==> src/sv/cfr_pkg.sv <==
// ----------------------------------------------------------------------------
// cfr_pkg
// shared types and constants of the framed receiver with resync
// ----------------------------------------------------------------------------
package cfr_pkg;

    localparam int BUFFER_BYTES = 33;
    localparam int ADDR_W       = $clog2(BUFFER_BYTES);
    localparam int CNT_W        = $clog2(BUFFER_BYTES + 1);
    localparam int CMP_W        = (CNT_W > 6) ? CNT_W : 6;

    localparam logic [15:0] CRC_POLY  = 16'hA001;
    localparam logic [15:0] CRC_INIT  = 16'hFFFF;
    localparam int          MIN_FRAME = 6;

    localparam logic [1:0] CFG_START   = 2'd0;
    localparam logic [1:0] CFG_MAXLEN  = 2'd1;
    localparam logic [1:0] CFG_TIMEOUT = 2'd2;

    typedef enum logic [4:0] {
        OP_NONE,
        OP_TAKE,
        OP_RS_START1,
        OP_RS_RD,
        OP_RS_EMPTY,
        OP_RS_NEXT,
        OP_RS_HIT,
        OP_CP_RD,
        OP_CP_WR,
        OP_RC_START,
        OP_RC_RD,
        OP_RC_UPD,
        OP_EM_START,
        OP_EM_RD,
        OP_EM_PUT,
        OP_EM_ZERO,
        OP_EM_END_CLR,
        OP_EM_END_RS,
        OP_FLUSH
    } dp_op_t;

    typedef struct packed {
        dp_op_t op;
    } dp_cmd_t;

    typedef struct packed {
        logic is_tick;
        logic drop;
        logic over_lim;
        logic fill_lt_min;
        logic bad_len;
        logic len_eq_fill;
        logic len_lt_fill;
        logic frame_ok;
        logic calc_ok;
        logic scan_more;
        logic scan_hit;
        logic copy_more;
        logic rc_more;
        logic em_more;
        logic plen_zero;
        logic slot_ok;
        logic pend_valid;
        logic out_free;
    } dp_status_t;

    typedef enum logic [3:0] {
        ST_IDLE,
        ST_POST_WR,
        ST_CHECK,
        ST_RS_RD,
        ST_RS_CHK,
        ST_CP_RD,
        ST_CP_WR,
        ST_RC_RD,
        ST_RC_UPD,
        ST_RC_END,
        ST_EM_INIT,
        ST_EM_RD,
        ST_EM_PUT,
        ST_EM_ZERO,
        ST_EM_END,
        ST_FINISH
    } state_t;

endpackage

==> src/sv/cfr_ram.sv <==
// ----------------------------------------------------------------------------
// cfr_ram
// generic single write, single read ram with registered read
// ----------------------------------------------------------------------------
module cfr_ram #(
    parameter int WIDTH = 8,
    parameter int DEPTH = 33
) (
    input  logic                     clk,
    input  logic                     we,
    input  logic [$clog2(DEPTH)-1:0] waddr,
    input  logic [WIDTH-1:0]         wdata,
    input  logic                     re,
    input  logic [$clog2(DEPTH)-1:0] raddr,
    output logic [WIDTH-1:0]         rdata
);

    logic [WIDTH-1:0] mem [DEPTH];

    always_ff @(posedge clk)
    begin
        if (we)
        begin
            mem[waddr] <= wdata;
        end
        if (re)
        begin
            rdata <= mem[raddr];
        end
    end

endmodule

==> src/sv/cfr_datapath.sv <==
// ----------------------------------------------------------------------------
// cfr_datapath
// frame buffer, crc, counters, config registers and result staging
// ----------------------------------------------------------------------------
module cfr_datapath (
    input  logic                clk,
    input  logic                rst_n,
    input  cfr_pkg::dp_cmd_t    cmd,
    output cfr_pkg::dp_status_t status,
    input  logic                operation,
    input  logic [7:0]          data_byte,
    input  logic                cfg_we,
    input  logic [1:0]          cfg_index,
    input  logic [15:0]         cfg_data,
    output logic                out_valid,
    input  logic                out_stall,
    output logic [7:0]          command,
    output logic [7:0]          payload_byte,
    output logic                has_payload,
    output logic                last
);

    localparam int CW = cfr_pkg::CNT_W;
    localparam int AW = cfr_pkg::ADDR_W;

    function automatic logic [15:0] crc_step(input logic [15:0] c, input logic [7:0] b);
        logic [15:0] r;
        r = c ^ {8'h00, b};
        for (int n = 0; n < 8; n++)
        begin
            r = r[0] ? ((r >> 1) ^ cfr_pkg::CRC_POLY) : (r >> 1);
        end
        return r;
    endfunction

    logic [7:0]  start_reg, start_next;
    logic [5:0]  maxlen_reg, maxlen_next;
    logic [15:0] timeout_reg, timeout_next;
    logic [CW-1:0] fill_reg, fill_next;
    logic [15:0] crc_reg, crc_next;
    logic [15:0] idle_reg, idle_next;
    logic        pend_valid_reg, pend_valid_next;
    logic        out_valid_reg, out_valid_next;

    logic [15:0] calc_reg, calc_next;
    logic [CW-1:0] scan_reg, scan_next;
    logic [CW-1:0] src_reg, src_next;
    logic [CW-1:0] dst_reg, dst_next;
    logic [CW-1:0] k_reg, k_next;
    logic [7:0]  len_lo_reg, len_lo_next;
    logic [7:0]  len_hi_reg, len_hi_next;
    logic [7:0]  cmd_byte_reg, cmd_byte_next;
    logic [7:0]  pend_cmd_reg, pend_cmd_next;
    logic [7:0]  pend_pb_reg, pend_pb_next;
    logic        pend_has_reg, pend_has_next;
    logic [7:0]  out_cmd_reg, out_cmd_next;
    logic [7:0]  out_pb_reg, out_pb_next;
    logic        out_has_reg, out_has_next;
    logic        out_last_reg, out_last_next;

    logic          ram_we, ram_re;
    logic [AW-1:0] ram_waddr, ram_raddr;
    logic [7:0]    ram_wdata, ram_rdata;

    logic [cfr_pkg::CMP_W-1:0] lim;
    logic [15:0] len, plen;
    logic        put;
    logic [7:0]  put_pb;
    logic        put_has;
    logic        out_free;

    cfr_ram #(
        .WIDTH (8),
        .DEPTH (cfr_pkg::BUFFER_BYTES)
    ) u_buf (
        .clk   (clk),
        .we    (ram_we),
        .waddr (ram_waddr),
        .wdata (ram_wdata),
        .re    (ram_re),
        .raddr (ram_raddr),
        .rdata (ram_rdata)
    );

    always_comb
    begin
        if (cfr_pkg::CMP_W'(maxlen_reg) > cfr_pkg::CMP_W'(cfr_pkg::BUFFER_BYTES - 1))
        begin
            lim = cfr_pkg::CMP_W'(cfr_pkg::BUFFER_BYTES - 1);
        end
        else
        begin
            lim = cfr_pkg::CMP_W'(maxlen_reg);
        end
    end

    assign len      = {len_hi_reg, len_lo_reg};
    assign plen     = len - 16'(cfr_pkg::MIN_FRAME);
    assign out_free = !out_valid_reg || !out_stall;

    always_comb
    begin
        status.is_tick     = operation;
        status.drop        = !operation && (fill_reg == '0) && (data_byte != start_reg);
        status.over_lim    = cfr_pkg::CMP_W'(fill_reg) > lim;
        status.fill_lt_min = fill_reg < CW'(cfr_pkg::MIN_FRAME);
        status.bad_len     = (len > 16'(lim)) || (len < 16'(cfr_pkg::MIN_FRAME));
        status.len_eq_fill = len == 16'(fill_reg);
        status.len_lt_fill = len < 16'(fill_reg);
        status.frame_ok    = (crc_reg == 16'h0000) && (cmd_byte_reg[5:0] == 6'd0);
        status.calc_ok     = (calc_reg == 16'h0000) && (cmd_byte_reg[5:0] == 6'd0);
        status.scan_more   = scan_reg < fill_reg;
        status.scan_hit    = ram_rdata == start_reg;
        status.copy_more   = dst_reg < fill_reg;
        status.rc_more     = 16'(k_reg) < len;
        status.em_more     = 16'(k_reg) < plen;
        status.plen_zero   = plen == 16'h0000;
        status.slot_ok     = !pend_valid_reg || out_free;
        status.pend_valid  = pend_valid_reg;
        status.out_free    = out_free;
    end

    always_comb
    begin
        start_next      = start_reg;
        maxlen_next     = maxlen_reg;
        timeout_next    = timeout_reg;
        fill_next       = fill_reg;
        crc_next        = crc_reg;
        idle_next       = idle_reg;
        pend_valid_next = pend_valid_reg;
        out_valid_next  = out_valid_reg;
        calc_next       = calc_reg;
        scan_next       = scan_reg;
        src_next        = src_reg;
        dst_next        = dst_reg;
        k_next          = k_reg;
        len_lo_next     = len_lo_reg;
        len_hi_next     = len_hi_reg;
        cmd_byte_next   = cmd_byte_reg;
        pend_cmd_next   = pend_cmd_reg;
        pend_pb_next    = pend_pb_reg;
        pend_has_next   = pend_has_reg;
        out_cmd_next    = out_cmd_reg;
        out_pb_next     = out_pb_reg;
        out_has_next    = out_has_reg;
        out_last_next   = out_last_reg;
        ram_we          = 1'b0;
        ram_waddr       = fill_reg[AW-1:0];
        ram_wdata       = data_byte;
        ram_re          = 1'b0;
        ram_raddr       = scan_reg[AW-1:0];
        put             = 1'b0;
        put_pb          = 8'h00;
        put_has         = 1'b0;

        if (cfg_we)
        begin
            case (cfg_index)
                cfr_pkg::CFG_START:   start_next   = cfg_data[7:0];
                cfr_pkg::CFG_MAXLEN:  maxlen_next  = cfg_data[5:0];
                cfr_pkg::CFG_TIMEOUT: timeout_next = cfg_data;
                default: ;
            endcase
        end

        if (out_valid_reg && !out_stall)
        begin
            out_valid_next = 1'b0;
        end

        case (cmd.op)
            cfr_pkg::OP_TAKE:
            begin
                if (operation)
                begin
                    if (idle_reg >= timeout_reg)
                    begin
                        fill_next = '0;
                        crc_next  = cfr_pkg::CRC_INIT;
                        idle_next = 16'h0000;
                    end
                    else
                    begin
                        idle_next = idle_reg + 16'd1;
                    end
                end
                else if (!status.drop)
                begin
                    ram_we    = 1'b1;
                    fill_next = fill_reg + CW'(1);
                    crc_next  = crc_step(crc_reg, data_byte);
                end
            end
            cfr_pkg::OP_RS_START1:
            begin
                crc_next  = cfr_pkg::CRC_INIT;
                scan_next = CW'(1);
            end
            cfr_pkg::OP_RS_RD:
            begin
                ram_re    = 1'b1;
                ram_raddr = scan_reg[AW-1:0];
            end
            cfr_pkg::OP_RS_EMPTY:
            begin
                fill_next = '0;
            end
            cfr_pkg::OP_RS_NEXT:
            begin
                scan_next = scan_reg + CW'(1);
            end
            cfr_pkg::OP_RS_HIT:
            begin
                fill_next = fill_reg - scan_reg;
                dst_next  = '0;
                src_next  = scan_reg;
            end
            cfr_pkg::OP_CP_RD:
            begin
                ram_re    = 1'b1;
                ram_raddr = src_reg[AW-1:0];
            end
            cfr_pkg::OP_CP_WR:
            begin
                ram_we    = 1'b1;
                ram_waddr = dst_reg[AW-1:0];
                ram_wdata = ram_rdata;
                crc_next  = crc_step(crc_reg, ram_rdata);
                dst_next  = dst_reg + CW'(1);
                src_next  = src_reg + CW'(1);
            end
            cfr_pkg::OP_RC_START:
            begin
                k_next    = '0;
                calc_next = cfr_pkg::CRC_INIT;
            end
            cfr_pkg::OP_RC_RD:
            begin
                ram_re    = 1'b1;
                ram_raddr = k_reg[AW-1:0];
            end
            cfr_pkg::OP_RC_UPD:
            begin
                calc_next = crc_step(calc_reg, ram_rdata);
                k_next    = k_reg + CW'(1);
            end
            cfr_pkg::OP_EM_START:
            begin
                k_next = '0;
            end
            cfr_pkg::OP_EM_RD:
            begin
                ram_re    = 1'b1;
                ram_raddr = AW'(k_reg + CW'(4));
            end
            cfr_pkg::OP_EM_PUT:
            begin
                put     = 1'b1;
                put_pb  = ram_rdata;
                put_has = 1'b1;
                k_next  = k_reg + CW'(1);
            end
            cfr_pkg::OP_EM_ZERO:
            begin
                put = 1'b1;
            end
            cfr_pkg::OP_EM_END_CLR:
            begin
                idle_next = 16'h0000;
                fill_next = '0;
                crc_next  = cfr_pkg::CRC_INIT;
            end
            cfr_pkg::OP_EM_END_RS:
            begin
                idle_next = 16'h0000;
                crc_next  = cfr_pkg::CRC_INIT;
                scan_next = len[CW-1:0];
            end
            cfr_pkg::OP_FLUSH:
            begin
                out_valid_next  = 1'b1;
                out_cmd_next    = pend_cmd_reg;
                out_pb_next     = pend_pb_reg;
                out_has_next    = pend_has_reg;
                out_last_next   = 1'b1;
                pend_valid_next = 1'b0;
            end
            default: ;
        endcase

        // header shadows follow buffer positions one to three
        if (ram_we)
        begin
            if (ram_waddr == AW'(1))
            begin
                len_lo_next = ram_wdata;
            end
            if (ram_waddr == AW'(2))
            begin
                len_hi_next = ram_wdata;
            end
            if (ram_waddr == AW'(3))
            begin
                cmd_byte_next = ram_wdata;
            end
        end

        // one word held back so that the final one can carry last
        if (put)
        begin
            if (pend_valid_reg)
            begin
                out_valid_next = 1'b1;
                out_cmd_next   = pend_cmd_reg;
                out_pb_next    = pend_pb_reg;
                out_has_next   = pend_has_reg;
                out_last_next  = 1'b0;
            end
            pend_valid_next = 1'b1;
            pend_cmd_next   = cmd_byte_reg;
            pend_pb_next    = put_pb;
            pend_has_next   = put_has;
        end
    end

    always_ff @(posedge clk or negedge rst_n)
    begin
        if (!rst_n)
        begin
            start_reg      <= 8'd85;
            maxlen_reg     <= 6'd32;
            timeout_reg    <= 16'd5000;
            fill_reg       <= '0;
            crc_reg        <= cfr_pkg::CRC_INIT;
            idle_reg       <= 16'h0000;
            pend_valid_reg <= 1'b0;
            out_valid_reg  <= 1'b0;
        end
        else
        begin
            start_reg      <= start_next;
            maxlen_reg     <= maxlen_next;
            timeout_reg    <= timeout_next;
            fill_reg       <= fill_next;
            crc_reg        <= crc_next;
            idle_reg       <= idle_next;
            pend_valid_reg <= pend_valid_next;
            out_valid_reg  <= out_valid_next;
        end
    end

    always_ff @(posedge clk)
    begin
        calc_reg     <= calc_next;
        scan_reg     <= scan_next;
        src_reg      <= src_next;
        dst_reg      <= dst_next;
        k_reg        <= k_next;
        len_lo_reg   <= len_lo_next;
        len_hi_reg   <= len_hi_next;
        cmd_byte_reg <= cmd_byte_next;
        pend_cmd_reg <= pend_cmd_next;
        pend_pb_reg  <= pend_pb_next;
        pend_has_reg <= pend_has_next;
        out_cmd_reg  <= out_cmd_next;
        out_pb_reg   <= out_pb_next;
        out_has_reg  <= out_has_next;
        out_last_reg <= out_last_next;
    end

    assign out_valid    = out_valid_reg;
    assign command      = out_cmd_reg;
    assign payload_byte = out_pb_reg;
    assign has_payload  = out_has_reg;
    assign last         = out_last_reg;

`ifndef SYNTHESIS
    a_fill_bound: assert property (@(posedge clk) disable iff (!rst_n)
        fill_reg <= CW'(cfr_pkg::BUFFER_BYTES))
        else $error("fill count beyond buffer depth");

    a_put_slot: assert property (@(posedge clk) disable iff (!rst_n)
        (cmd.op == cfr_pkg::OP_EM_PUT || cmd.op == cfr_pkg::OP_EM_ZERO) |-> status.slot_ok)
        else $error("result produced with no free slot");

    a_flush_clears: assert property (@(posedge clk) disable iff (!rst_n)
        (cmd.op == cfr_pkg::OP_FLUSH) |=> (!pend_valid_reg && out_valid_reg && out_last_reg))
        else $error("flush did not move held word to output");

    a_flush_free: assert property (@(posedge clk) disable iff (!rst_n)
        (cmd.op == cfr_pkg::OP_FLUSH) |-> (out_free && pend_valid_reg))
        else $error("flush while output busy or nothing held");
`endif

endmodule

==> src/sv/cfr_ctrl.sv <==
// ----------------------------------------------------------------------------
// cfr_ctrl
// sequencer for byte intake, rescan, crc recompute and payload emission
// ----------------------------------------------------------------------------
module cfr_ctrl (
    input  logic                clk,
    input  logic                rst_n,
    input  logic                in_valid,
    output logic                in_stall,
    input  cfr_pkg::dp_status_t status,
    output cfr_pkg::dp_cmd_t    cmd
);

    cfr_pkg::state_t state_reg, state_next;
    logic after_clr_reg, after_clr_next;

    always_ff @(posedge clk or negedge rst_n)
    begin
        if (!rst_n)
        begin
            state_reg     <= cfr_pkg::ST_IDLE;
            after_clr_reg <= 1'b0;
        end
        else
        begin
            state_reg     <= state_next;
            after_clr_reg <= after_clr_next;
        end
    end

    always_comb
    begin
        state_next     = state_reg;
        after_clr_next = after_clr_reg;
        cmd.op         = cfr_pkg::OP_NONE;
        in_stall       = 1'b1;

        case (state_reg)
            cfr_pkg::ST_IDLE:
            begin
                in_stall = 1'b0;
                if (in_valid)
                begin
                    cmd.op = cfr_pkg::OP_TAKE;
                    if (!status.is_tick && !status.drop)
                    begin
                        state_next = cfr_pkg::ST_POST_WR;
                    end
                end
            end
            cfr_pkg::ST_POST_WR:
            begin
                if (status.over_lim)
                begin
                    cmd.op     = cfr_pkg::OP_RS_START1;
                    state_next = cfr_pkg::ST_RS_RD;
                end
                else
                begin
                    state_next = cfr_pkg::ST_CHECK;
                end
            end
            cfr_pkg::ST_CHECK:
            begin
                if (status.fill_lt_min)
                begin
                    state_next = cfr_pkg::ST_FINISH;
                end
                else if (status.bad_len)
                begin
                    cmd.op     = cfr_pkg::OP_RS_START1;
                    state_next = cfr_pkg::ST_RS_RD;
                end
                else if (status.len_eq_fill)
                begin
                    if (status.frame_ok)
                    begin
                        after_clr_next = 1'b1;
                        state_next     = cfr_pkg::ST_EM_INIT;
                    end
                    else
                    begin
                        cmd.op     = cfr_pkg::OP_RS_START1;
                        state_next = cfr_pkg::ST_RS_RD;
                    end
                end
                else if (status.len_lt_fill)
                begin
                    cmd.op     = cfr_pkg::OP_RC_START;
                    state_next = cfr_pkg::ST_RC_RD;
                end
                else
                begin
                    state_next = cfr_pkg::ST_FINISH;
                end
            end
            cfr_pkg::ST_RS_RD:
            begin
                if (status.scan_more)
                begin
                    cmd.op     = cfr_pkg::OP_RS_RD;
                    state_next = cfr_pkg::ST_RS_CHK;
                end
                else
                begin
                    cmd.op     = cfr_pkg::OP_RS_EMPTY;
                    state_next = cfr_pkg::ST_CHECK;
                end
            end
            cfr_pkg::ST_RS_CHK:
            begin
                if (status.scan_hit)
                begin
                    cmd.op     = cfr_pkg::OP_RS_HIT;
                    state_next = cfr_pkg::ST_CP_RD;
                end
                else
                begin
                    cmd.op     = cfr_pkg::OP_RS_NEXT;
                    state_next = cfr_pkg::ST_RS_RD;
                end
            end
            cfr_pkg::ST_CP_RD:
            begin
                if (status.copy_more)
                begin
                    cmd.op     = cfr_pkg::OP_CP_RD;
                    state_next = cfr_pkg::ST_CP_WR;
                end
                else
                begin
                    state_next = cfr_pkg::ST_CHECK;
                end
            end
            cfr_pkg::ST_CP_WR:
            begin
                cmd.op     = cfr_pkg::OP_CP_WR;
                state_next = cfr_pkg::ST_CP_RD;
            end
            cfr_pkg::ST_RC_RD:
            begin
                if (status.rc_more)
                begin
                    cmd.op     = cfr_pkg::OP_RC_RD;
                    state_next = cfr_pkg::ST_RC_UPD;
                end
                else
                begin
                    state_next = cfr_pkg::ST_RC_END;
                end
            end
            cfr_pkg::ST_RC_UPD:
            begin
                cmd.op     = cfr_pkg::OP_RC_UPD;
                state_next = cfr_pkg::ST_RC_RD;
            end
            cfr_pkg::ST_RC_END:
            begin
                if (status.calc_ok)
                begin
                    after_clr_next = 1'b0;
                    state_next     = cfr_pkg::ST_EM_INIT;
                end
                else
                begin
                    cmd.op     = cfr_pkg::OP_RS_START1;
                    state_next = cfr_pkg::ST_RS_RD;
                end
            end
            cfr_pkg::ST_EM_INIT:
            begin
                cmd.op     = cfr_pkg::OP_EM_START;
                state_next = status.plen_zero ? cfr_pkg::ST_EM_ZERO : cfr_pkg::ST_EM_RD;
            end
            cfr_pkg::ST_EM_RD:
            begin
                if (status.em_more)
                begin
                    cmd.op     = cfr_pkg::OP_EM_RD;
                    state_next = cfr_pkg::ST_EM_PUT;
                end
                else
                begin
                    state_next = cfr_pkg::ST_EM_END;
                end
            end
            cfr_pkg::ST_EM_PUT:
            begin
                if (status.slot_ok)
                begin
                    cmd.op     = cfr_pkg::OP_EM_PUT;
                    state_next = cfr_pkg::ST_EM_RD;
                end
            end
            cfr_pkg::ST_EM_ZERO:
            begin
                if (status.slot_ok)
                begin
                    cmd.op     = cfr_pkg::OP_EM_ZERO;
                    state_next = cfr_pkg::ST_EM_END;
                end
            end
            cfr_pkg::ST_EM_END:
            begin
                if (after_clr_reg)
                begin
                    cmd.op     = cfr_pkg::OP_EM_END_CLR;
                    state_next = cfr_pkg::ST_FINISH;
                end
                else
                begin
                    cmd.op     = cfr_pkg::OP_EM_END_RS;
                    state_next = cfr_pkg::ST_RS_RD;
                end
            end
            cfr_pkg::ST_FINISH:
            begin
                if (!status.pend_valid)
                begin
                    state_next = cfr_pkg::ST_IDLE;
                end
                else if (status.out_free)
                begin
                    cmd.op     = cfr_pkg::OP_FLUSH;
                    state_next = cfr_pkg::ST_IDLE;
                end
            end
            default:
            begin
                state_next = cfr_pkg::ST_IDLE;
            end
        endcase
    end

endmodule

==> src/sv/crc16_frame_receiver_resync.sv <==
// ----------------------------------------------------------------------------
// crc16_frame_receiver_resync
// framed byte receiver with crc-16 check, resync by rescan and idle timeout
// ----------------------------------------------------------------------------
// channel  dir  handshake            fields
// in       in   in_valid/in_stall    operation, data_byte
// out      out  out_valid/out_stall  command, payload_byte, has_payload, last
// cfg      in   cfg_we               cfg_index, cfg_data
//
// a tick or dropped byte is handled in idle alone; a buffered byte passes post-write, check and finish
// a rescan reads and checks each scanned position and reads then writes each moved byte,
// a crc recompute reads and updates per byte and emission reads and puts each payload word
// one item at a time; the next is taken once the last word is staged
// output stalls hold the sequencer only when a second word is ready
// reset clears the count and crc at once; the buffer is never cleared
// ----------------------------------------------------------------------------
module crc16_frame_receiver_resync (
    input  logic        clk,
    input  logic        rst_n,
    input  logic        in_valid,
    output logic        in_stall,
    input  logic        operation,
    input  logic [7:0]  data_byte,
    output logic        out_valid,
    input  logic        out_stall,
    output logic [7:0]  command,
    output logic [7:0]  payload_byte,
    output logic        has_payload,
    output logic        last,
    input  logic        cfg_we,
    input  logic [1:0]  cfg_index,
    input  logic [15:0] cfg_data
);

    cfr_pkg::dp_cmd_t    cmd;
    cfr_pkg::dp_status_t status;

    cfr_ctrl u_ctrl (
        .clk      (clk),
        .rst_n    (rst_n),
        .in_valid (in_valid),
        .in_stall (in_stall),
        .status   (status),
        .cmd      (cmd)
    );

    cfr_datapath u_dp (
        .clk          (clk),
        .rst_n        (rst_n),
        .cmd          (cmd),
        .status       (status),
        .operation    (operation),
        .data_byte    (data_byte),
        .cfg_we       (cfg_we),
        .cfg_index    (cfg_index),
        .cfg_data     (cfg_data),
        .out_valid    (out_valid),
        .out_stall    (out_stall),
        .command      (command),
        .payload_byte (payload_byte),
        .has_payload  (has_payload),
        .last         (last)
    );

endmodule
==> config.mk <==
export PLATFORM = sky130hd
export DESIGN_NAME = crc16_frame_receiver_resync
export DESIGN_NICKNAME = d
export VERILOG_FILES = /design/src/sv/cfr_pkg.sv /design/src/sv/cfr_ram.sv /design/src/sv/cfr_datapath.sv /design/src/sv/cfr_ctrl.sv /design/src/sv/crc16_frame_receiver_resync.sv
export SDC_FILE = /design/constraint.sdc
export NUM_CORES = 1
export LEC_CHECK = 0
export ABC_AREA = 1
export ABC_CLOCK_PERIOD_IN_PS = 3700
export BUFFER_PORTS_ARGS = -buffer_cell sky130_fd_sc_hd__buf_2
export CORE_AREA = 3 3 330 169
export CTS_BUF_LIST = sky130_fd_sc_hd__clkbuf_4 sky130_fd_sc_hd__clkbuf_8
export CTS_CLUSTER_SIZE = 40
export DETAILED_ROUTE_END_ITERATION = 12
export DIE_AREA = 0 0 333 172
export GPL_TIMING_DRIVEN = 0
export SYNTH_ARGS = -nofsm -noshare
export SYNTH_HDL_FRONTEND = slang
export SYNTH_SLANG_ARGS = --single-unit
==> constraint.sdc <==
create_clock -name clk -period 3.7 [get_ports clk]
set_input_delay 0.74 -clock clk [delete_from_list [all_inputs] [get_ports clk]]
set_output_delay 0.74 -clock clk [all_outputs]
set_load 0.005 [all_outputs]
==> flow_metrics.tcl, run 1 <==
set metrics [dict create \
    yosys_warnings 0 \
    period_needed_ps 3640 \
    final_hold_viol_count 0 \
    rsz0062_at_grt "true" \
    netlist_area_um2 22700 \
    numPortBuffers 50 \
    ff2ff_setup_slack_ps 60 \
    antenna_found_initial 1 \
    cts_buffers 69 \
    rows 60 \
    coreArea_um2 53300 \
    cpPeakStageDelay_ps 400 \
    wl_um 71000 \
    yosys.area.top_type_share_pct 46.6 \
    p_total_uw 22900 \
    dpl.hpwl_um 49900 \
    syn-num-nets 2530 \
    synth_seq_cells 446 \
    pin_count 52 \
    grt_use_total_pct 23.9 \
    synth_area_leaders "edfxtp_1 47%, nand2_1 9.6%, nand3_1 8.2%, dfrtp_1 5.4%, inv_1 4.9%" \
    power_frac_clock_pct 18.1 \
    die_width_um 333 \
    synth_area_leader_cell "edfxtp_1" \
    cts_tree "yes" \
    clock_skew_ps 54.3 \
    slew_headroom_pct 23.1 \
    report.final.slew_viol_count 0 \
    syn2layout_area_growth_pct 23.2 \
    post-route-period-util_pct 98.4 \
    worst_pin_slew_ps 1140 \
    internal_power_uw 12700 \
    grt_overflow 0 \
    clkLatencyLatePin_ps 650 \
    cp-end-kind "flop" \
    yosysMostFrequentCell "nand2_1" \
    vias 17900 \
    syn_inst 2433 \
    hold_path.class "primary input to flop" \
    r2r_cells 24 \
    wl_per_cell_um 21.1 \
    avgSynthCellArea_um2 9.35 \
    maxCapViolCount 0 \
    htree_levels 3 \
    synth_cell_types 61 \
    preCtsSetupSlack_ps -707 \
    p_switching_uw 10200 \
    cts_root_buf "clkbuf_8" \
    ys_top_cells_by_count "584 x nand2_1, 372 x nand3_1, 353 x edfxtp_1" \
    critPathLaunchType "flop" \
    peakVddDrop_uv 437 \
    utilization_pct 52.6 \
    required_ps 4060 \
    p_sw_share_pct 44.6 \
    cts_buffer_depth 3 \
    synth-edff-count 353 \
    worstPathMaxFanout 8 \
    die_y_um 172 \
    final_nets 2706 \
    gp_congestion 0.957 \
    post-route-drc-count 0 \
    initial_core_util_pct 42.7 \
    power_frac_comb_pct 52.8 \
    grt_max_degree 59 \
    synthArstFlopShare_pct 16.8 \
    dr.pass1.iters 5 \
    largest_register_ffs 264 \
    ys_seq_area_share_pct 56.6 \
    drt_iter0_markers 1733 \
    die_area_um2 57300 \
    arrival_ps 4000 \
    worstReg2RegEnd "u_dp.u_buf.rdata[0]$_DFFE_PP_" \
    path_cells "ha_2 -> nor2_4 -> nand2_2 -> xor2_2 -> ha_1 -> nand2_1 -> inv_1 -> nand2_2 -> a21oi_2 -> nand3_2 -> nand2_4 -> nand4_1 -> buf_6 -> nand2_8 -> buf_12 -> buf_12 -> clkbuf_16 -> nand2_2 -> nand3_4 -> nand3_4 -> nand3_2 -> nand3_4 -> nand3_4 -> nand2_2" \
    fmax_ghz 0.275 \
    setup_viol 0 \
    layout-drive-gt1-share_pct 22.4 \
    postRouteAntennaNets 0 \
    power_density_nw_per_um2 819 \
    finalWorstSetupSlack_ps 58.2 \
    clkSlewWorstSetupHoldPaths_ps 70 \
    seqPwrFrac_pct 29.1 \
    path_class "flop to flop" \
    top_register "u_dp.u_buf.mem" \
    holdWs_ps 325 \
    holdPathStages 3 \
    p_leak_uw 0.0116 \
    grt_pass1_wl_um 103000 \
    rr_startpoint "u_dp.len_lo_reg[2]$_DFFE_PP_" \
    cp_slowest_cell "edfxtp_1" \
    status "completed" \
    startpoint "u_dp.len_lo_reg[2]$_DFFE_PP_" \
    cts.sinks 446 \
    worstHoldStart "cfg_data[8]" \
    grt_pass1_vias 16700 \
    worst_hold_path.endpoint "u_dp.timeout_reg[8]$_DFFE_PN1P_" \
    via_per_inst 5.33 \
    ys.flop_type "edfxtp_1" \
]
cells by family (layout without fill, tap and decap cells):
group,after synthesis,count (layout),synth area share [%]
adders and majority gates,65,65,3.61
buffers and inverters,402,622,6.97
AOI/OAI and AO/OA,182,182,4.70
DFF,446,446,56.6
xor gates and xnor gates,99,99,3.91
and+or+nand+nor,1239,1239,24.2
other,0,1,0
area by class of cell:
cell class	count	area, um^2
plain buffers	93	841
repair buffers	105	1150
fillers	4771	25300
clock buffers	94	1150
inverters	309	1170
well taps	713	892
flip-flops and latches	446	12900
clock inverters	21	178
multi-input cells	1585	9760
diodes	1	2.50
per-stage QoR:
stage / std cells / TNS (ps) / area, um^2
2_1_floorplan: 2433 / -5930 / 22700
3_3_place_gp: 3196 / -1019320 / 23900
3_5_place_dp: 3206 / -96950 / 24200
4_1_cts: 3333 / -0.424 / 26100
5_1_grt: 3367 / -675 / 28000
6_report: 3367 / 0 / 28000
power groups by stage:
| stage | Sequential, uW | Clock (uW) | Combinational (uW) |
|---|---|---|---|
| after global routing | 6730 | 4430 | 13100 |
| after floorplan | 6600 | 0 | 6290 |
| after global placement | 6810 | 0 | 9060 |
| after CTS | 6670 | 4210 | 9860 |
| after detailed placement | 6760 | 0 | 9280 |
| final | 6680 | 4150 | 12100 |
cell usage in the layout, fill, tap and decap left out, drive strengths merged, types with 2 or more instances in the layout:
| cell | Yosys | routed |
|---|---|---|
| o21a | 3 | 3 |
| a211oi | 3 | 3 |
| o221ai | 2 | 2 |
| dfstp | 26 | 26 |
| clkinvlp | 0 | 3 |
| edfxtp | 353 | 353 |
| dfxtp | 18 | 18 |
| nor4 | 10 | 10 |
| o21ai | 81 | 81 |
| a31oi | 2 | 2 |
| nand3b | 36 | 36 |
| nor3b | 2 | 2 |
| nand4 | 25 | 25 |
| o22ai | 19 | 19 |
| nand2 | 588 | 588 |
| o2111ai | 6 | 6 |
| inv | 306 | 309 |
| o31ai | 2 | 2 |
| ha | 64 | 64 |
| xor2 | 54 | 54 |
| nand3 | 375 | 375 |
| nor2 | 173 | 173 |
| buf | 63 | 157 |
| dfrtp | 49 | 49 |
| a21boi | 3 | 3 |
| o32ai | 5 | 5 |
| xnor2 | 45 | 45 |
| or2 | 10 | 10 |
| nor3 | 19 | 19 |
| clkinv | 3 | 17 |
| a32oi | 2 | 2 |
| a21oi | 45 | 45 |
| clkbuf | 30 | 134 |
layer usage:
layer / GRT usage [%] / share of wire, % / vias up
met5: 0 / 0 / -
met1: 33.7 / 44 / 8658
li1: - / - / 8521
met4: 7.64 / 3.1 / 0
met2: 38.1 / 46 / 641
met3: 3.97 / 7.0 / 129
worst max path at each step:
stage,to,depth (start not counted)
floorplan,u_dp.cmd_byte_reg[1]$_DFFE_PP_,10
global placement,u_dp.u_buf.mem[12][1]$_DFFE_PP_,10
detailed placement,u_dp.u_buf.rdata[3]$_DFFE_PP_,19
CTS,u_dp.u_buf.rdata[0]$_DFFE_PP_,19
global route,u_dp.u_buf.rdata[0]$_DFFE_PP_,24
finish,u_dp.u_buf.rdata[0]$_DFFE_PP_,24
worst max-delay path: cells and delay by family (launching register included):
kind | cells | cell delay, ps
and+or+nand+nor | 15 | 1420
buffers and inverters | 5 | 660
adders and majority gates | 2 | 530
DFF | 1 | 400
AOI/OAI and AO/OA | 1 | 160
xor gates and xnor gates | 1 | 150
what timing repair did:
item | 4_1_cts | 5_1_grt
pin swaps | 6 | 67
setup buffers | 9 | 25
hold buffers | 1 | 0
setup endpoints to repair | 451 | 451
resized for setup | 137 | 353
gates cloned | 2 | 8
endpoints found under the hold margin | 7 | 0
Note: power is estimated with default switching activity, not from simulation.
==> run 2: changes to the inputs <==
Settings changed: CELL_PAD_IN_SITES_DETAIL_PLACEMENT set to 0, CELL_PAD_IN_SITES_GLOBAL_PLACEMENT set to 2, CORE_AREA 3 3 330 169 to 3 3 351 180, DIE_AREA 0 0 333 172 to 0 0 354 183, PLACE_DENSITY_LB_ADDON set to 0.1.
==> run 2 against run 1 <==
Clock power grew 5.3%; global-route usage grew 2.0 points; fmax shrank 1.0%; die area increased by 13%; sequential cell count unchanged; design area hardly changed; sequential share of layout area hardly changed; wire length up 20%; register-to-register slack lost 40 ps; non-clock buffer count shrank 6.
==> flow_metrics.tcl, run 2 (same netlist as run 1, synthesis figures left out) <==
set metrics [dict create \
    grt_pass1_wl_um 120000 \
    cp-end-kind "flop" \
    multi_input_area_um2 9780 \
    period_needed_ps 3680 \
    postRouteAntennaNets 0 \
    post-route-drc-count 0 \
    vias 18500 \
    grt_overflow 0 \
    final_nets 2702 \
    worstPathMaxFanout 8 \
    worst_pin_slew_ps 953 \
    utilization_pct 46.2 \
    antenna_found_initial 3 \
    fmax_ghz 0.272 \
    status "completed" \
    wl_per_cell_um 24.5 \
    place_area_um2 24400 \
    grt_use_total_pct 25.9 \
    finalInstanceArea_um2 28000 \
    top_layer "met4" \
    final_cell_mix "517 x nand2_1, 353 x edfxtp_1, 292 x inv_1, 281 x nand3_1, 120 x nor2_1" \
    cts_hold_buf 0 \
    layout-drive-gt1-share_pct 21.8 \
    dp.cells 3318 \
    largest_register_ffs 264 \
    clkSlewWorstSetupHoldPaths_ps 80 \
    finalWorstSetupSlack_ps 21.2 \
    final_hold_viol_count 0 \
    die_y_um 183 \
    slew_headroom_pct 36.2 \
    via_per_inst 5.30 \
    clkLatencyLatePin_ps 710 \
    stdcell_count 3481 \
    clock_skew_ps 57.5 \
    htree_levels 3 \
    rsz0062_at_grt "true" \
    initial_core_util_pct 37.6 \
    layout_commonest_cell "nand2_1" \
    die_width_um 354 \
    peakVddDrop_uv 386 \
    cts_root_buf "clkbuf_8" \
    path_class "flop to flop" \
    power_density_nw_per_um2 843 \
    required_ps 4240 \
    dpl.hpwl_um 63900 \
    dr.pass1.iters 5 \
    preCtsSetupSlack_ps -902 \
    final.fill_count 5776 \
    drt_iter0_markers 2178 \
    die_area_um2 64800 \
    cts_buffers 71 \
    critPathLaunchType "flop" \
    p_leak_uw 0.0115 \
    numPortBuffers 50 \
    cts_tree "yes" \
    setup_viol 0 \
    routed-wl-met2_um 27000 \
    syn2layout_area_growth_pct 23.1 \
    top_register "u_dp.u_buf.mem" \
    grt_pass1_vias 16700 \
    arrival_ps 4220 \
    cts.sinks 446 \
    holdWs_ps 126 \
    gp_congestion 0.942 \
    wl_met3_um 12000 \
    seq_area_um2 12900 \
    hold_path.class "primary input to async pin" \
    drt-met1-wl_um 45200 \
    coreArea_um2 60500 \
    rows 64 \
    maxCapViolCount 0 \
    pin_count 52 \
    post-route-period-util_pct 99.4 \
    grt_max_degree 63 \
    wl_um 85200 \
    report.final.slew_viol_count 0 \
    cts_buffer_depth 3 \
]
==> run 2: cell count changes in the layout (fill, tap and decap cells not counted), sizes merged <==
cell         change
clkinvlp         +4
clkinv           +8
inv              -3
clkbuf           -8
bufinv           +2
dlygate4sd3      -1
==> run 2: power breakdown <==
part / switching [uW] / internal [uW]
Sequential: 551 / 6190
Clock: 2120 / 2250
Combinational: 8290 / 4180
Total: 11000 / 12600
==> run 2: final timing paths <==
kind                                                      from                          endpoint  slack (ps)  depth (start not counted)
worst min-delay path                                     rst_n      u_dp.crc_reg[15]$_DFFE_PN1P_         130                          1
worst min register to register  u_dp.cmd_byte_reg[7]$_DFFE_PP_    u_dp.pend_cmd_reg[7]$_DFFE_PN_         420                          0
worst max register to register    u_dp.len_lo_reg[1]$_DFFE_PP_     u_dp.u_buf.rdata[1]$_DFFE_PP_          20                         24
worst max-delay path              u_dp.len_lo_reg[1]$_DFFE_PP_     u_dp.u_buf.rdata[1]$_DFFE_PP_          20                         24
min in group clk                                  cfg_data[12]  u_dp.timeout_reg[12]$_DFFE_PN1P_         310                          3
max in group asynchronous                                rst_n   u_dp.timeout_reg[8]$_DFFE_PN1P_        3110                          2
==> run 2: routing by layer <==
layer | up-vias | GRT usage, %
met2 | 798 | 27.0
met3 | 75 | 13.2
li1 | 8550 | -
met1 | 9027 | 43.8
met4 | 0 | 4.42
met5 | - | 0
==> run 2: layout make-up <==
class | count | area share (%)
timing repair buffer | 100 | 3.35
antenna | 1 | 0.00894
clock inverter | 32 | 0.845
sequential | 446 | 46.0
buffer | 92 | 2.88
multi-input combinational | 1585 | 34.9
inverter | 309 | 4.20
clock buffer | 91 | 4.12
tap | 825 | 3.69
==> run 2: stage by stage <==
stage	total power (uW)	TNS, ps
floorplan	12900	-5930
global placement	16600	-1141060
detailed placement	16700	-169970
CTS	22200	-268
global route	24800	-2520
finish	23600	0
==> run 2: timing repair <==
item	CTS	global route
endpoints found under the setup margin	504	489
gates cloned	2	2
pin swaps	18	31
setup buffers	17	19
resized for setup	257	200
==> run 2: critical path, stage by stage, from the launching register on <==
cell	delay [ps]
edfxtp_1	440
ha_4	210
nor2_4	130
nand2_4	80
xor2_2	150
ha_1	300
nand2_1	50
inv_1	50
nand2_1	50
a21oi_2	160
nand3_4	150
nand2_4	110
buf_6	140
nand2_1	60
nand2_1	90
nand2_2	90
nor2_4	140
buf_12	170
clkbuf_16	180
nand3_1	180
nand3_1	140
nand3_1	120
nand3_2	120
nand3_4	120
nand2_2	80
==> run 3: changes to the inputs <==
Settings changed: CORE_AREA 3 3 351 180 to 3 3 346 177, DIE_AREA 0 0 354 183 to 0 0 349 180, SETUP_SLACK_MARGIN set to 0.1, SYNTH_HIERARCHICAL set to 1.
==> run 3 against run 2 <==
The flow now finishes with violations (setup timing); die area down 3.0%; via count grew 2.3%; largest power group unchanged; total power grew 29%; final cell count down 0.72%; sequential cell count did not move; critical endpoint is now u_dp/u_buf/rdata[0]$_DFFE_PP_; register-to-register slack got worse by 1200 ps; wire length grew 3.2%; clock skew decreased by 18 ps; setup slack lost 1200 ps; fmax down 25%; design area rose by 4.9%; synthesized cell count is 4.9% lower.
==> flow_metrics.tcl, run 3 <==
set metrics [dict create \
    clkSlewWorstSetupHoldPaths_ps 70 \
    syn-num-nets 2410 \
    cts_buffers 72 \
    critPathLaunchType "flop" \
    synthArstFlopShare_pct 16.8 \
    yosys.area_share.adder_pct 3.71 \
    worst_pin_slew_ps 969 \
    yosys.area.top_type_share_pct 48.0 \
    required_ps 4110 \
    rows 63 \
    cts.sinks 446 \
    arrival_ps 5290 \
    hold_path.class "primary input to flop" \
    seqPwrFrac_pct 24.9 \
    gr-max-usage-layer "met1" \
    post-route-drc-count 0 \
    period_needed_ps 4880 \
    finalInstanceArea_um2 29400 \
    pin_count 52 \
    p_total_uw 30400 \
    grt_util_met3_pct 10.0 \
    synth-compound-area-share_pct 6.00 \
    fmax_ghz 0.205 \
    power_frac_comb_pct 59.8 \
    status "complete, but fails checks" \
    yosys_warnings 6 \
    via_per_inst 5.46 \
    cts_root_buf "clkbuf_8" \
    dpl.hpwl_um 57400 \
    synth_seq_cells 446 \
    synth_mux_area_share_pct 0 \
    place_area_um2 24100 \
    slew_headroom_pct 35.0 \
    wl_um 87900 \
    maxCapViolCount 0 \
    ys.flop_type "edfxtp_1" \
    grt_overflow 0 \
    grt_pass1_wl_um 121000 \
    met1_usage_pct 47.0 \
    p_leak_uw 0.0119 \
    r2r_cells 34 \
    holdWs_ps 332 \
    die_area_um2 62800 \
    postRouteAntennaNets 0 \
    internal_power_uw 15800 \
    violations "setup timing" \
    htree_levels 3 \
    dr.pass1.iters 6 \
    cp-end-kind "flop" \
    cpPeakStageDelay_ps 420 \
    stdcell_count 3456 \
    crit_path_frequent_cell "nor2_4" \
    dp.cells 3147 \
    synth_top_family_by_area "simple AND/OR/NAND/NOR gates" \
    final_cell_mix "622 x nand2_1, 353 x edfxtp_1, 205 x nand3_1, 174 x inv_1, 111 x nor2_1" \
    avgSynthCellArea_um2 9.55 \
    clock_skew_ps 39.1 \
    synth_cell_types 57 \
    worstPathMaxFanout 6 \
    p_sw_share_pct 48.2 \
    worstReg2RegEnd "u_dp/u_buf/rdata[0]$_DFFE_PP_" \
    synth_area_leader_cell "edfxtp_1" \
    final_hold_viol_count 0 \
    drt_iter0_markers 2290 \
    synth-edff-count 353 \
    worst_hold_path.endpoint "u_dp/out_valid$_DFF_PN0_" \
    top_register "u_dp/u_buf/mem" \
    grt_use_total_pct 26.9 \
    grt_pass1_vias 16800 \
    yosysMostFrequentCell "nand2_1" \
    die_y_um 180 \
    p_switching_uw 14600 \
    syn_inst 2313 \
    power_frac_clock_pct 15.3 \
    gp_congestion 0.880 \
    utilization_pct 50.0 \
    post-route-period-util_pct 132 \
    synth-simple-area-share_pct 23.1 \
    report.final.slew_viol_count 0 \
    ys_seq_area_share_pct 58.2 \
    cts_buffer_depth 3 \
    initial_core_util_pct 37.6 \
    coreArea_um2 58700 \
    rr_startpoint "u_dp/maxlen_reg[1]$_DFFE_PN0P_" \
    ff2ff_setup_slack_ps -1180 \
    largest_register_ffs 264 \
    finalWorstSetupSlack_ps -1180 \
    holdPathStages 3 \
    wl_per_cell_um 25.4 \
    numPortBuffers 51 \
    final_nets 2713 \
    grtUsageMet2_pct 29.6 \
    rsz0062_at_grt "true" \
    ys_top_cells_by_count "685 x nand2_1, 353 x edfxtp_1, 288 x nand3_1" \
    antenna_found_initial 6 \
    synth_xor_xnor_area_share_pct 2.97 \
    vias 18900 \
    path_class "flop to flop" \
    syn2layout_area_growth_pct 32.9 \
    cts_tree "yes" \
    layout-drive-gt1-share_pct 28.4 \
    cp_slowest_cell "dfrtp_1" \
    layout_commonest_cell "nand2_1" \
    peakVddDrop_uv 339 \
    setup_viol 713 \
    grt_max_degree 60 \
    die_width_um 349 \
    netlist_area_um2 22100 \
    power_density_nw_per_um2 1040 \
    worstHoldStart "out_stall" \
    clkLatencyLatePin_ps 670 \
    synth_area_leaders "edfxtp_1 48%, nand2_1 12%, nand3_1 6.5%, dfrtp_1 5.5%, ha_1 3.6%" \
]
run 3: cell count changes in the layout (fill, tap and decap cells not counted), sizes merged, moves of 20 or more:
| cell | before | now |
|---|---|---|
| xor2 | 54 | 34 |
| o21ai | 81 | 128 |
| nand3b | 36 | 2 |
| nand2 | 588 | 685 |
| nand3 | 375 | 291 |
| buf | 157 | 270 |
| inv | 306 | 211 |
run 3: worst max-delay path by stage:
stage / start / to / slack (ps) / depth (start not counted)
6_report: u_dp/maxlen_reg[1]$_DFFE_PN0P_ / u_dp/u_buf/rdata[0]$_DFFE_PP_ / -1180 / 34
5_1_grt: u_dp/maxlen_reg[1]$_DFFE_PN0P_ / u_dp/u_buf/rdata[5]$_DFFE_PP_ / -1460 / 35
2_1_floorplan: u_dp/maxlen_reg[2]$_DFFE_PN0P_ / u_dp/payload_byte[4]$_DFF_P_ / -240 / 23
4_1_cts: u_dp/maxlen_reg[0]$_DFFE_PN0P_ / u_ctrl/state_reg[0]$_DFFE_PN0P_ / -1000 / 39
3_5_place_dp: u_dp/fill_reg[1]$_DFFE_PN0P_ / u_dp/u_buf/rdata[5]$_DFFE_PP_ / -2010 / 29
3_3_place_gp: u_dp/fill_reg[1]$_DFFE_PN0P_ / u_dp/payload_byte[5]$_DFF_P_ / -1970 / 21
run 3: final cells by class:
type	instances	area (um^2)
repair buffers	221	2440
flip-flops and latches	446	12900
clock inverters	21	210
well taps	780	976
inverters	216	901
diodes	3	7.51
fillers	5302	29400
multi-input cells	1581	9730
plain buffers	78	913
clock buffers	110	1320
run 3: stage by stage:
stage | setup slack (ps) | TNS (ps)
finish | -1180 | -504520
detailed placement | -2010 | -910170
global route | -1460 | -654680
floorplan | -237 | -37180
global placement | -1970 | -940520
CTS | -1000 | -449830
run 3: metal layers:
metal  vias to the layer above  share of wire, %  wire length [um]
met5                         -             0.014                12
met3                       106                13             11500
met4                         2               1.2              1050
met2                       930                34             29500
met1                      9310                52             45800
li1                       8519                 -                 -
run 3: power by group through the flow:
stage | Clock [uW] | Combinational (uW) | Sequential, uW
after floorplan | 0 | 8180 | 7310
after global placement | 0 | 12400 | 7660
after detailed placement | 0 | 12500 | 7670
after CTS | 4780 | 15500 | 7550
after global routing | 4990 | 19200 | 7640
final | 4670 | 18200 | 7570
run 3: critical path, delay by kind of cell, from the launching register on:
family          cells  cell delay [ps]
compound gates      8             1360
fa+ha+maj           1              260
buf+inv             9              990
flops               1              420
simple gates       16             1600
run 3: kinds of logic after synthesis:
logic type               count (synthesis)
flip-flops                             446
AO/OA/AOI/OAI                          233
XOR/XNOR                                68
AND/OR/NAND/NOR                       1207
adder cells (fa/ha/maj)                 65
buffers and inverters                  294
run 3: timing repair:
item / 4_1_cts / 5_1_grt
cloned: 15 / 3
pin swaps: 69 / 85
setup buffers: 77 / 81
gates resized for setup: 243 / 154
hold buffers: 1 / 0
setup endpoints to repair: 755 / 741
hold endpoints to repair: 1 / 0
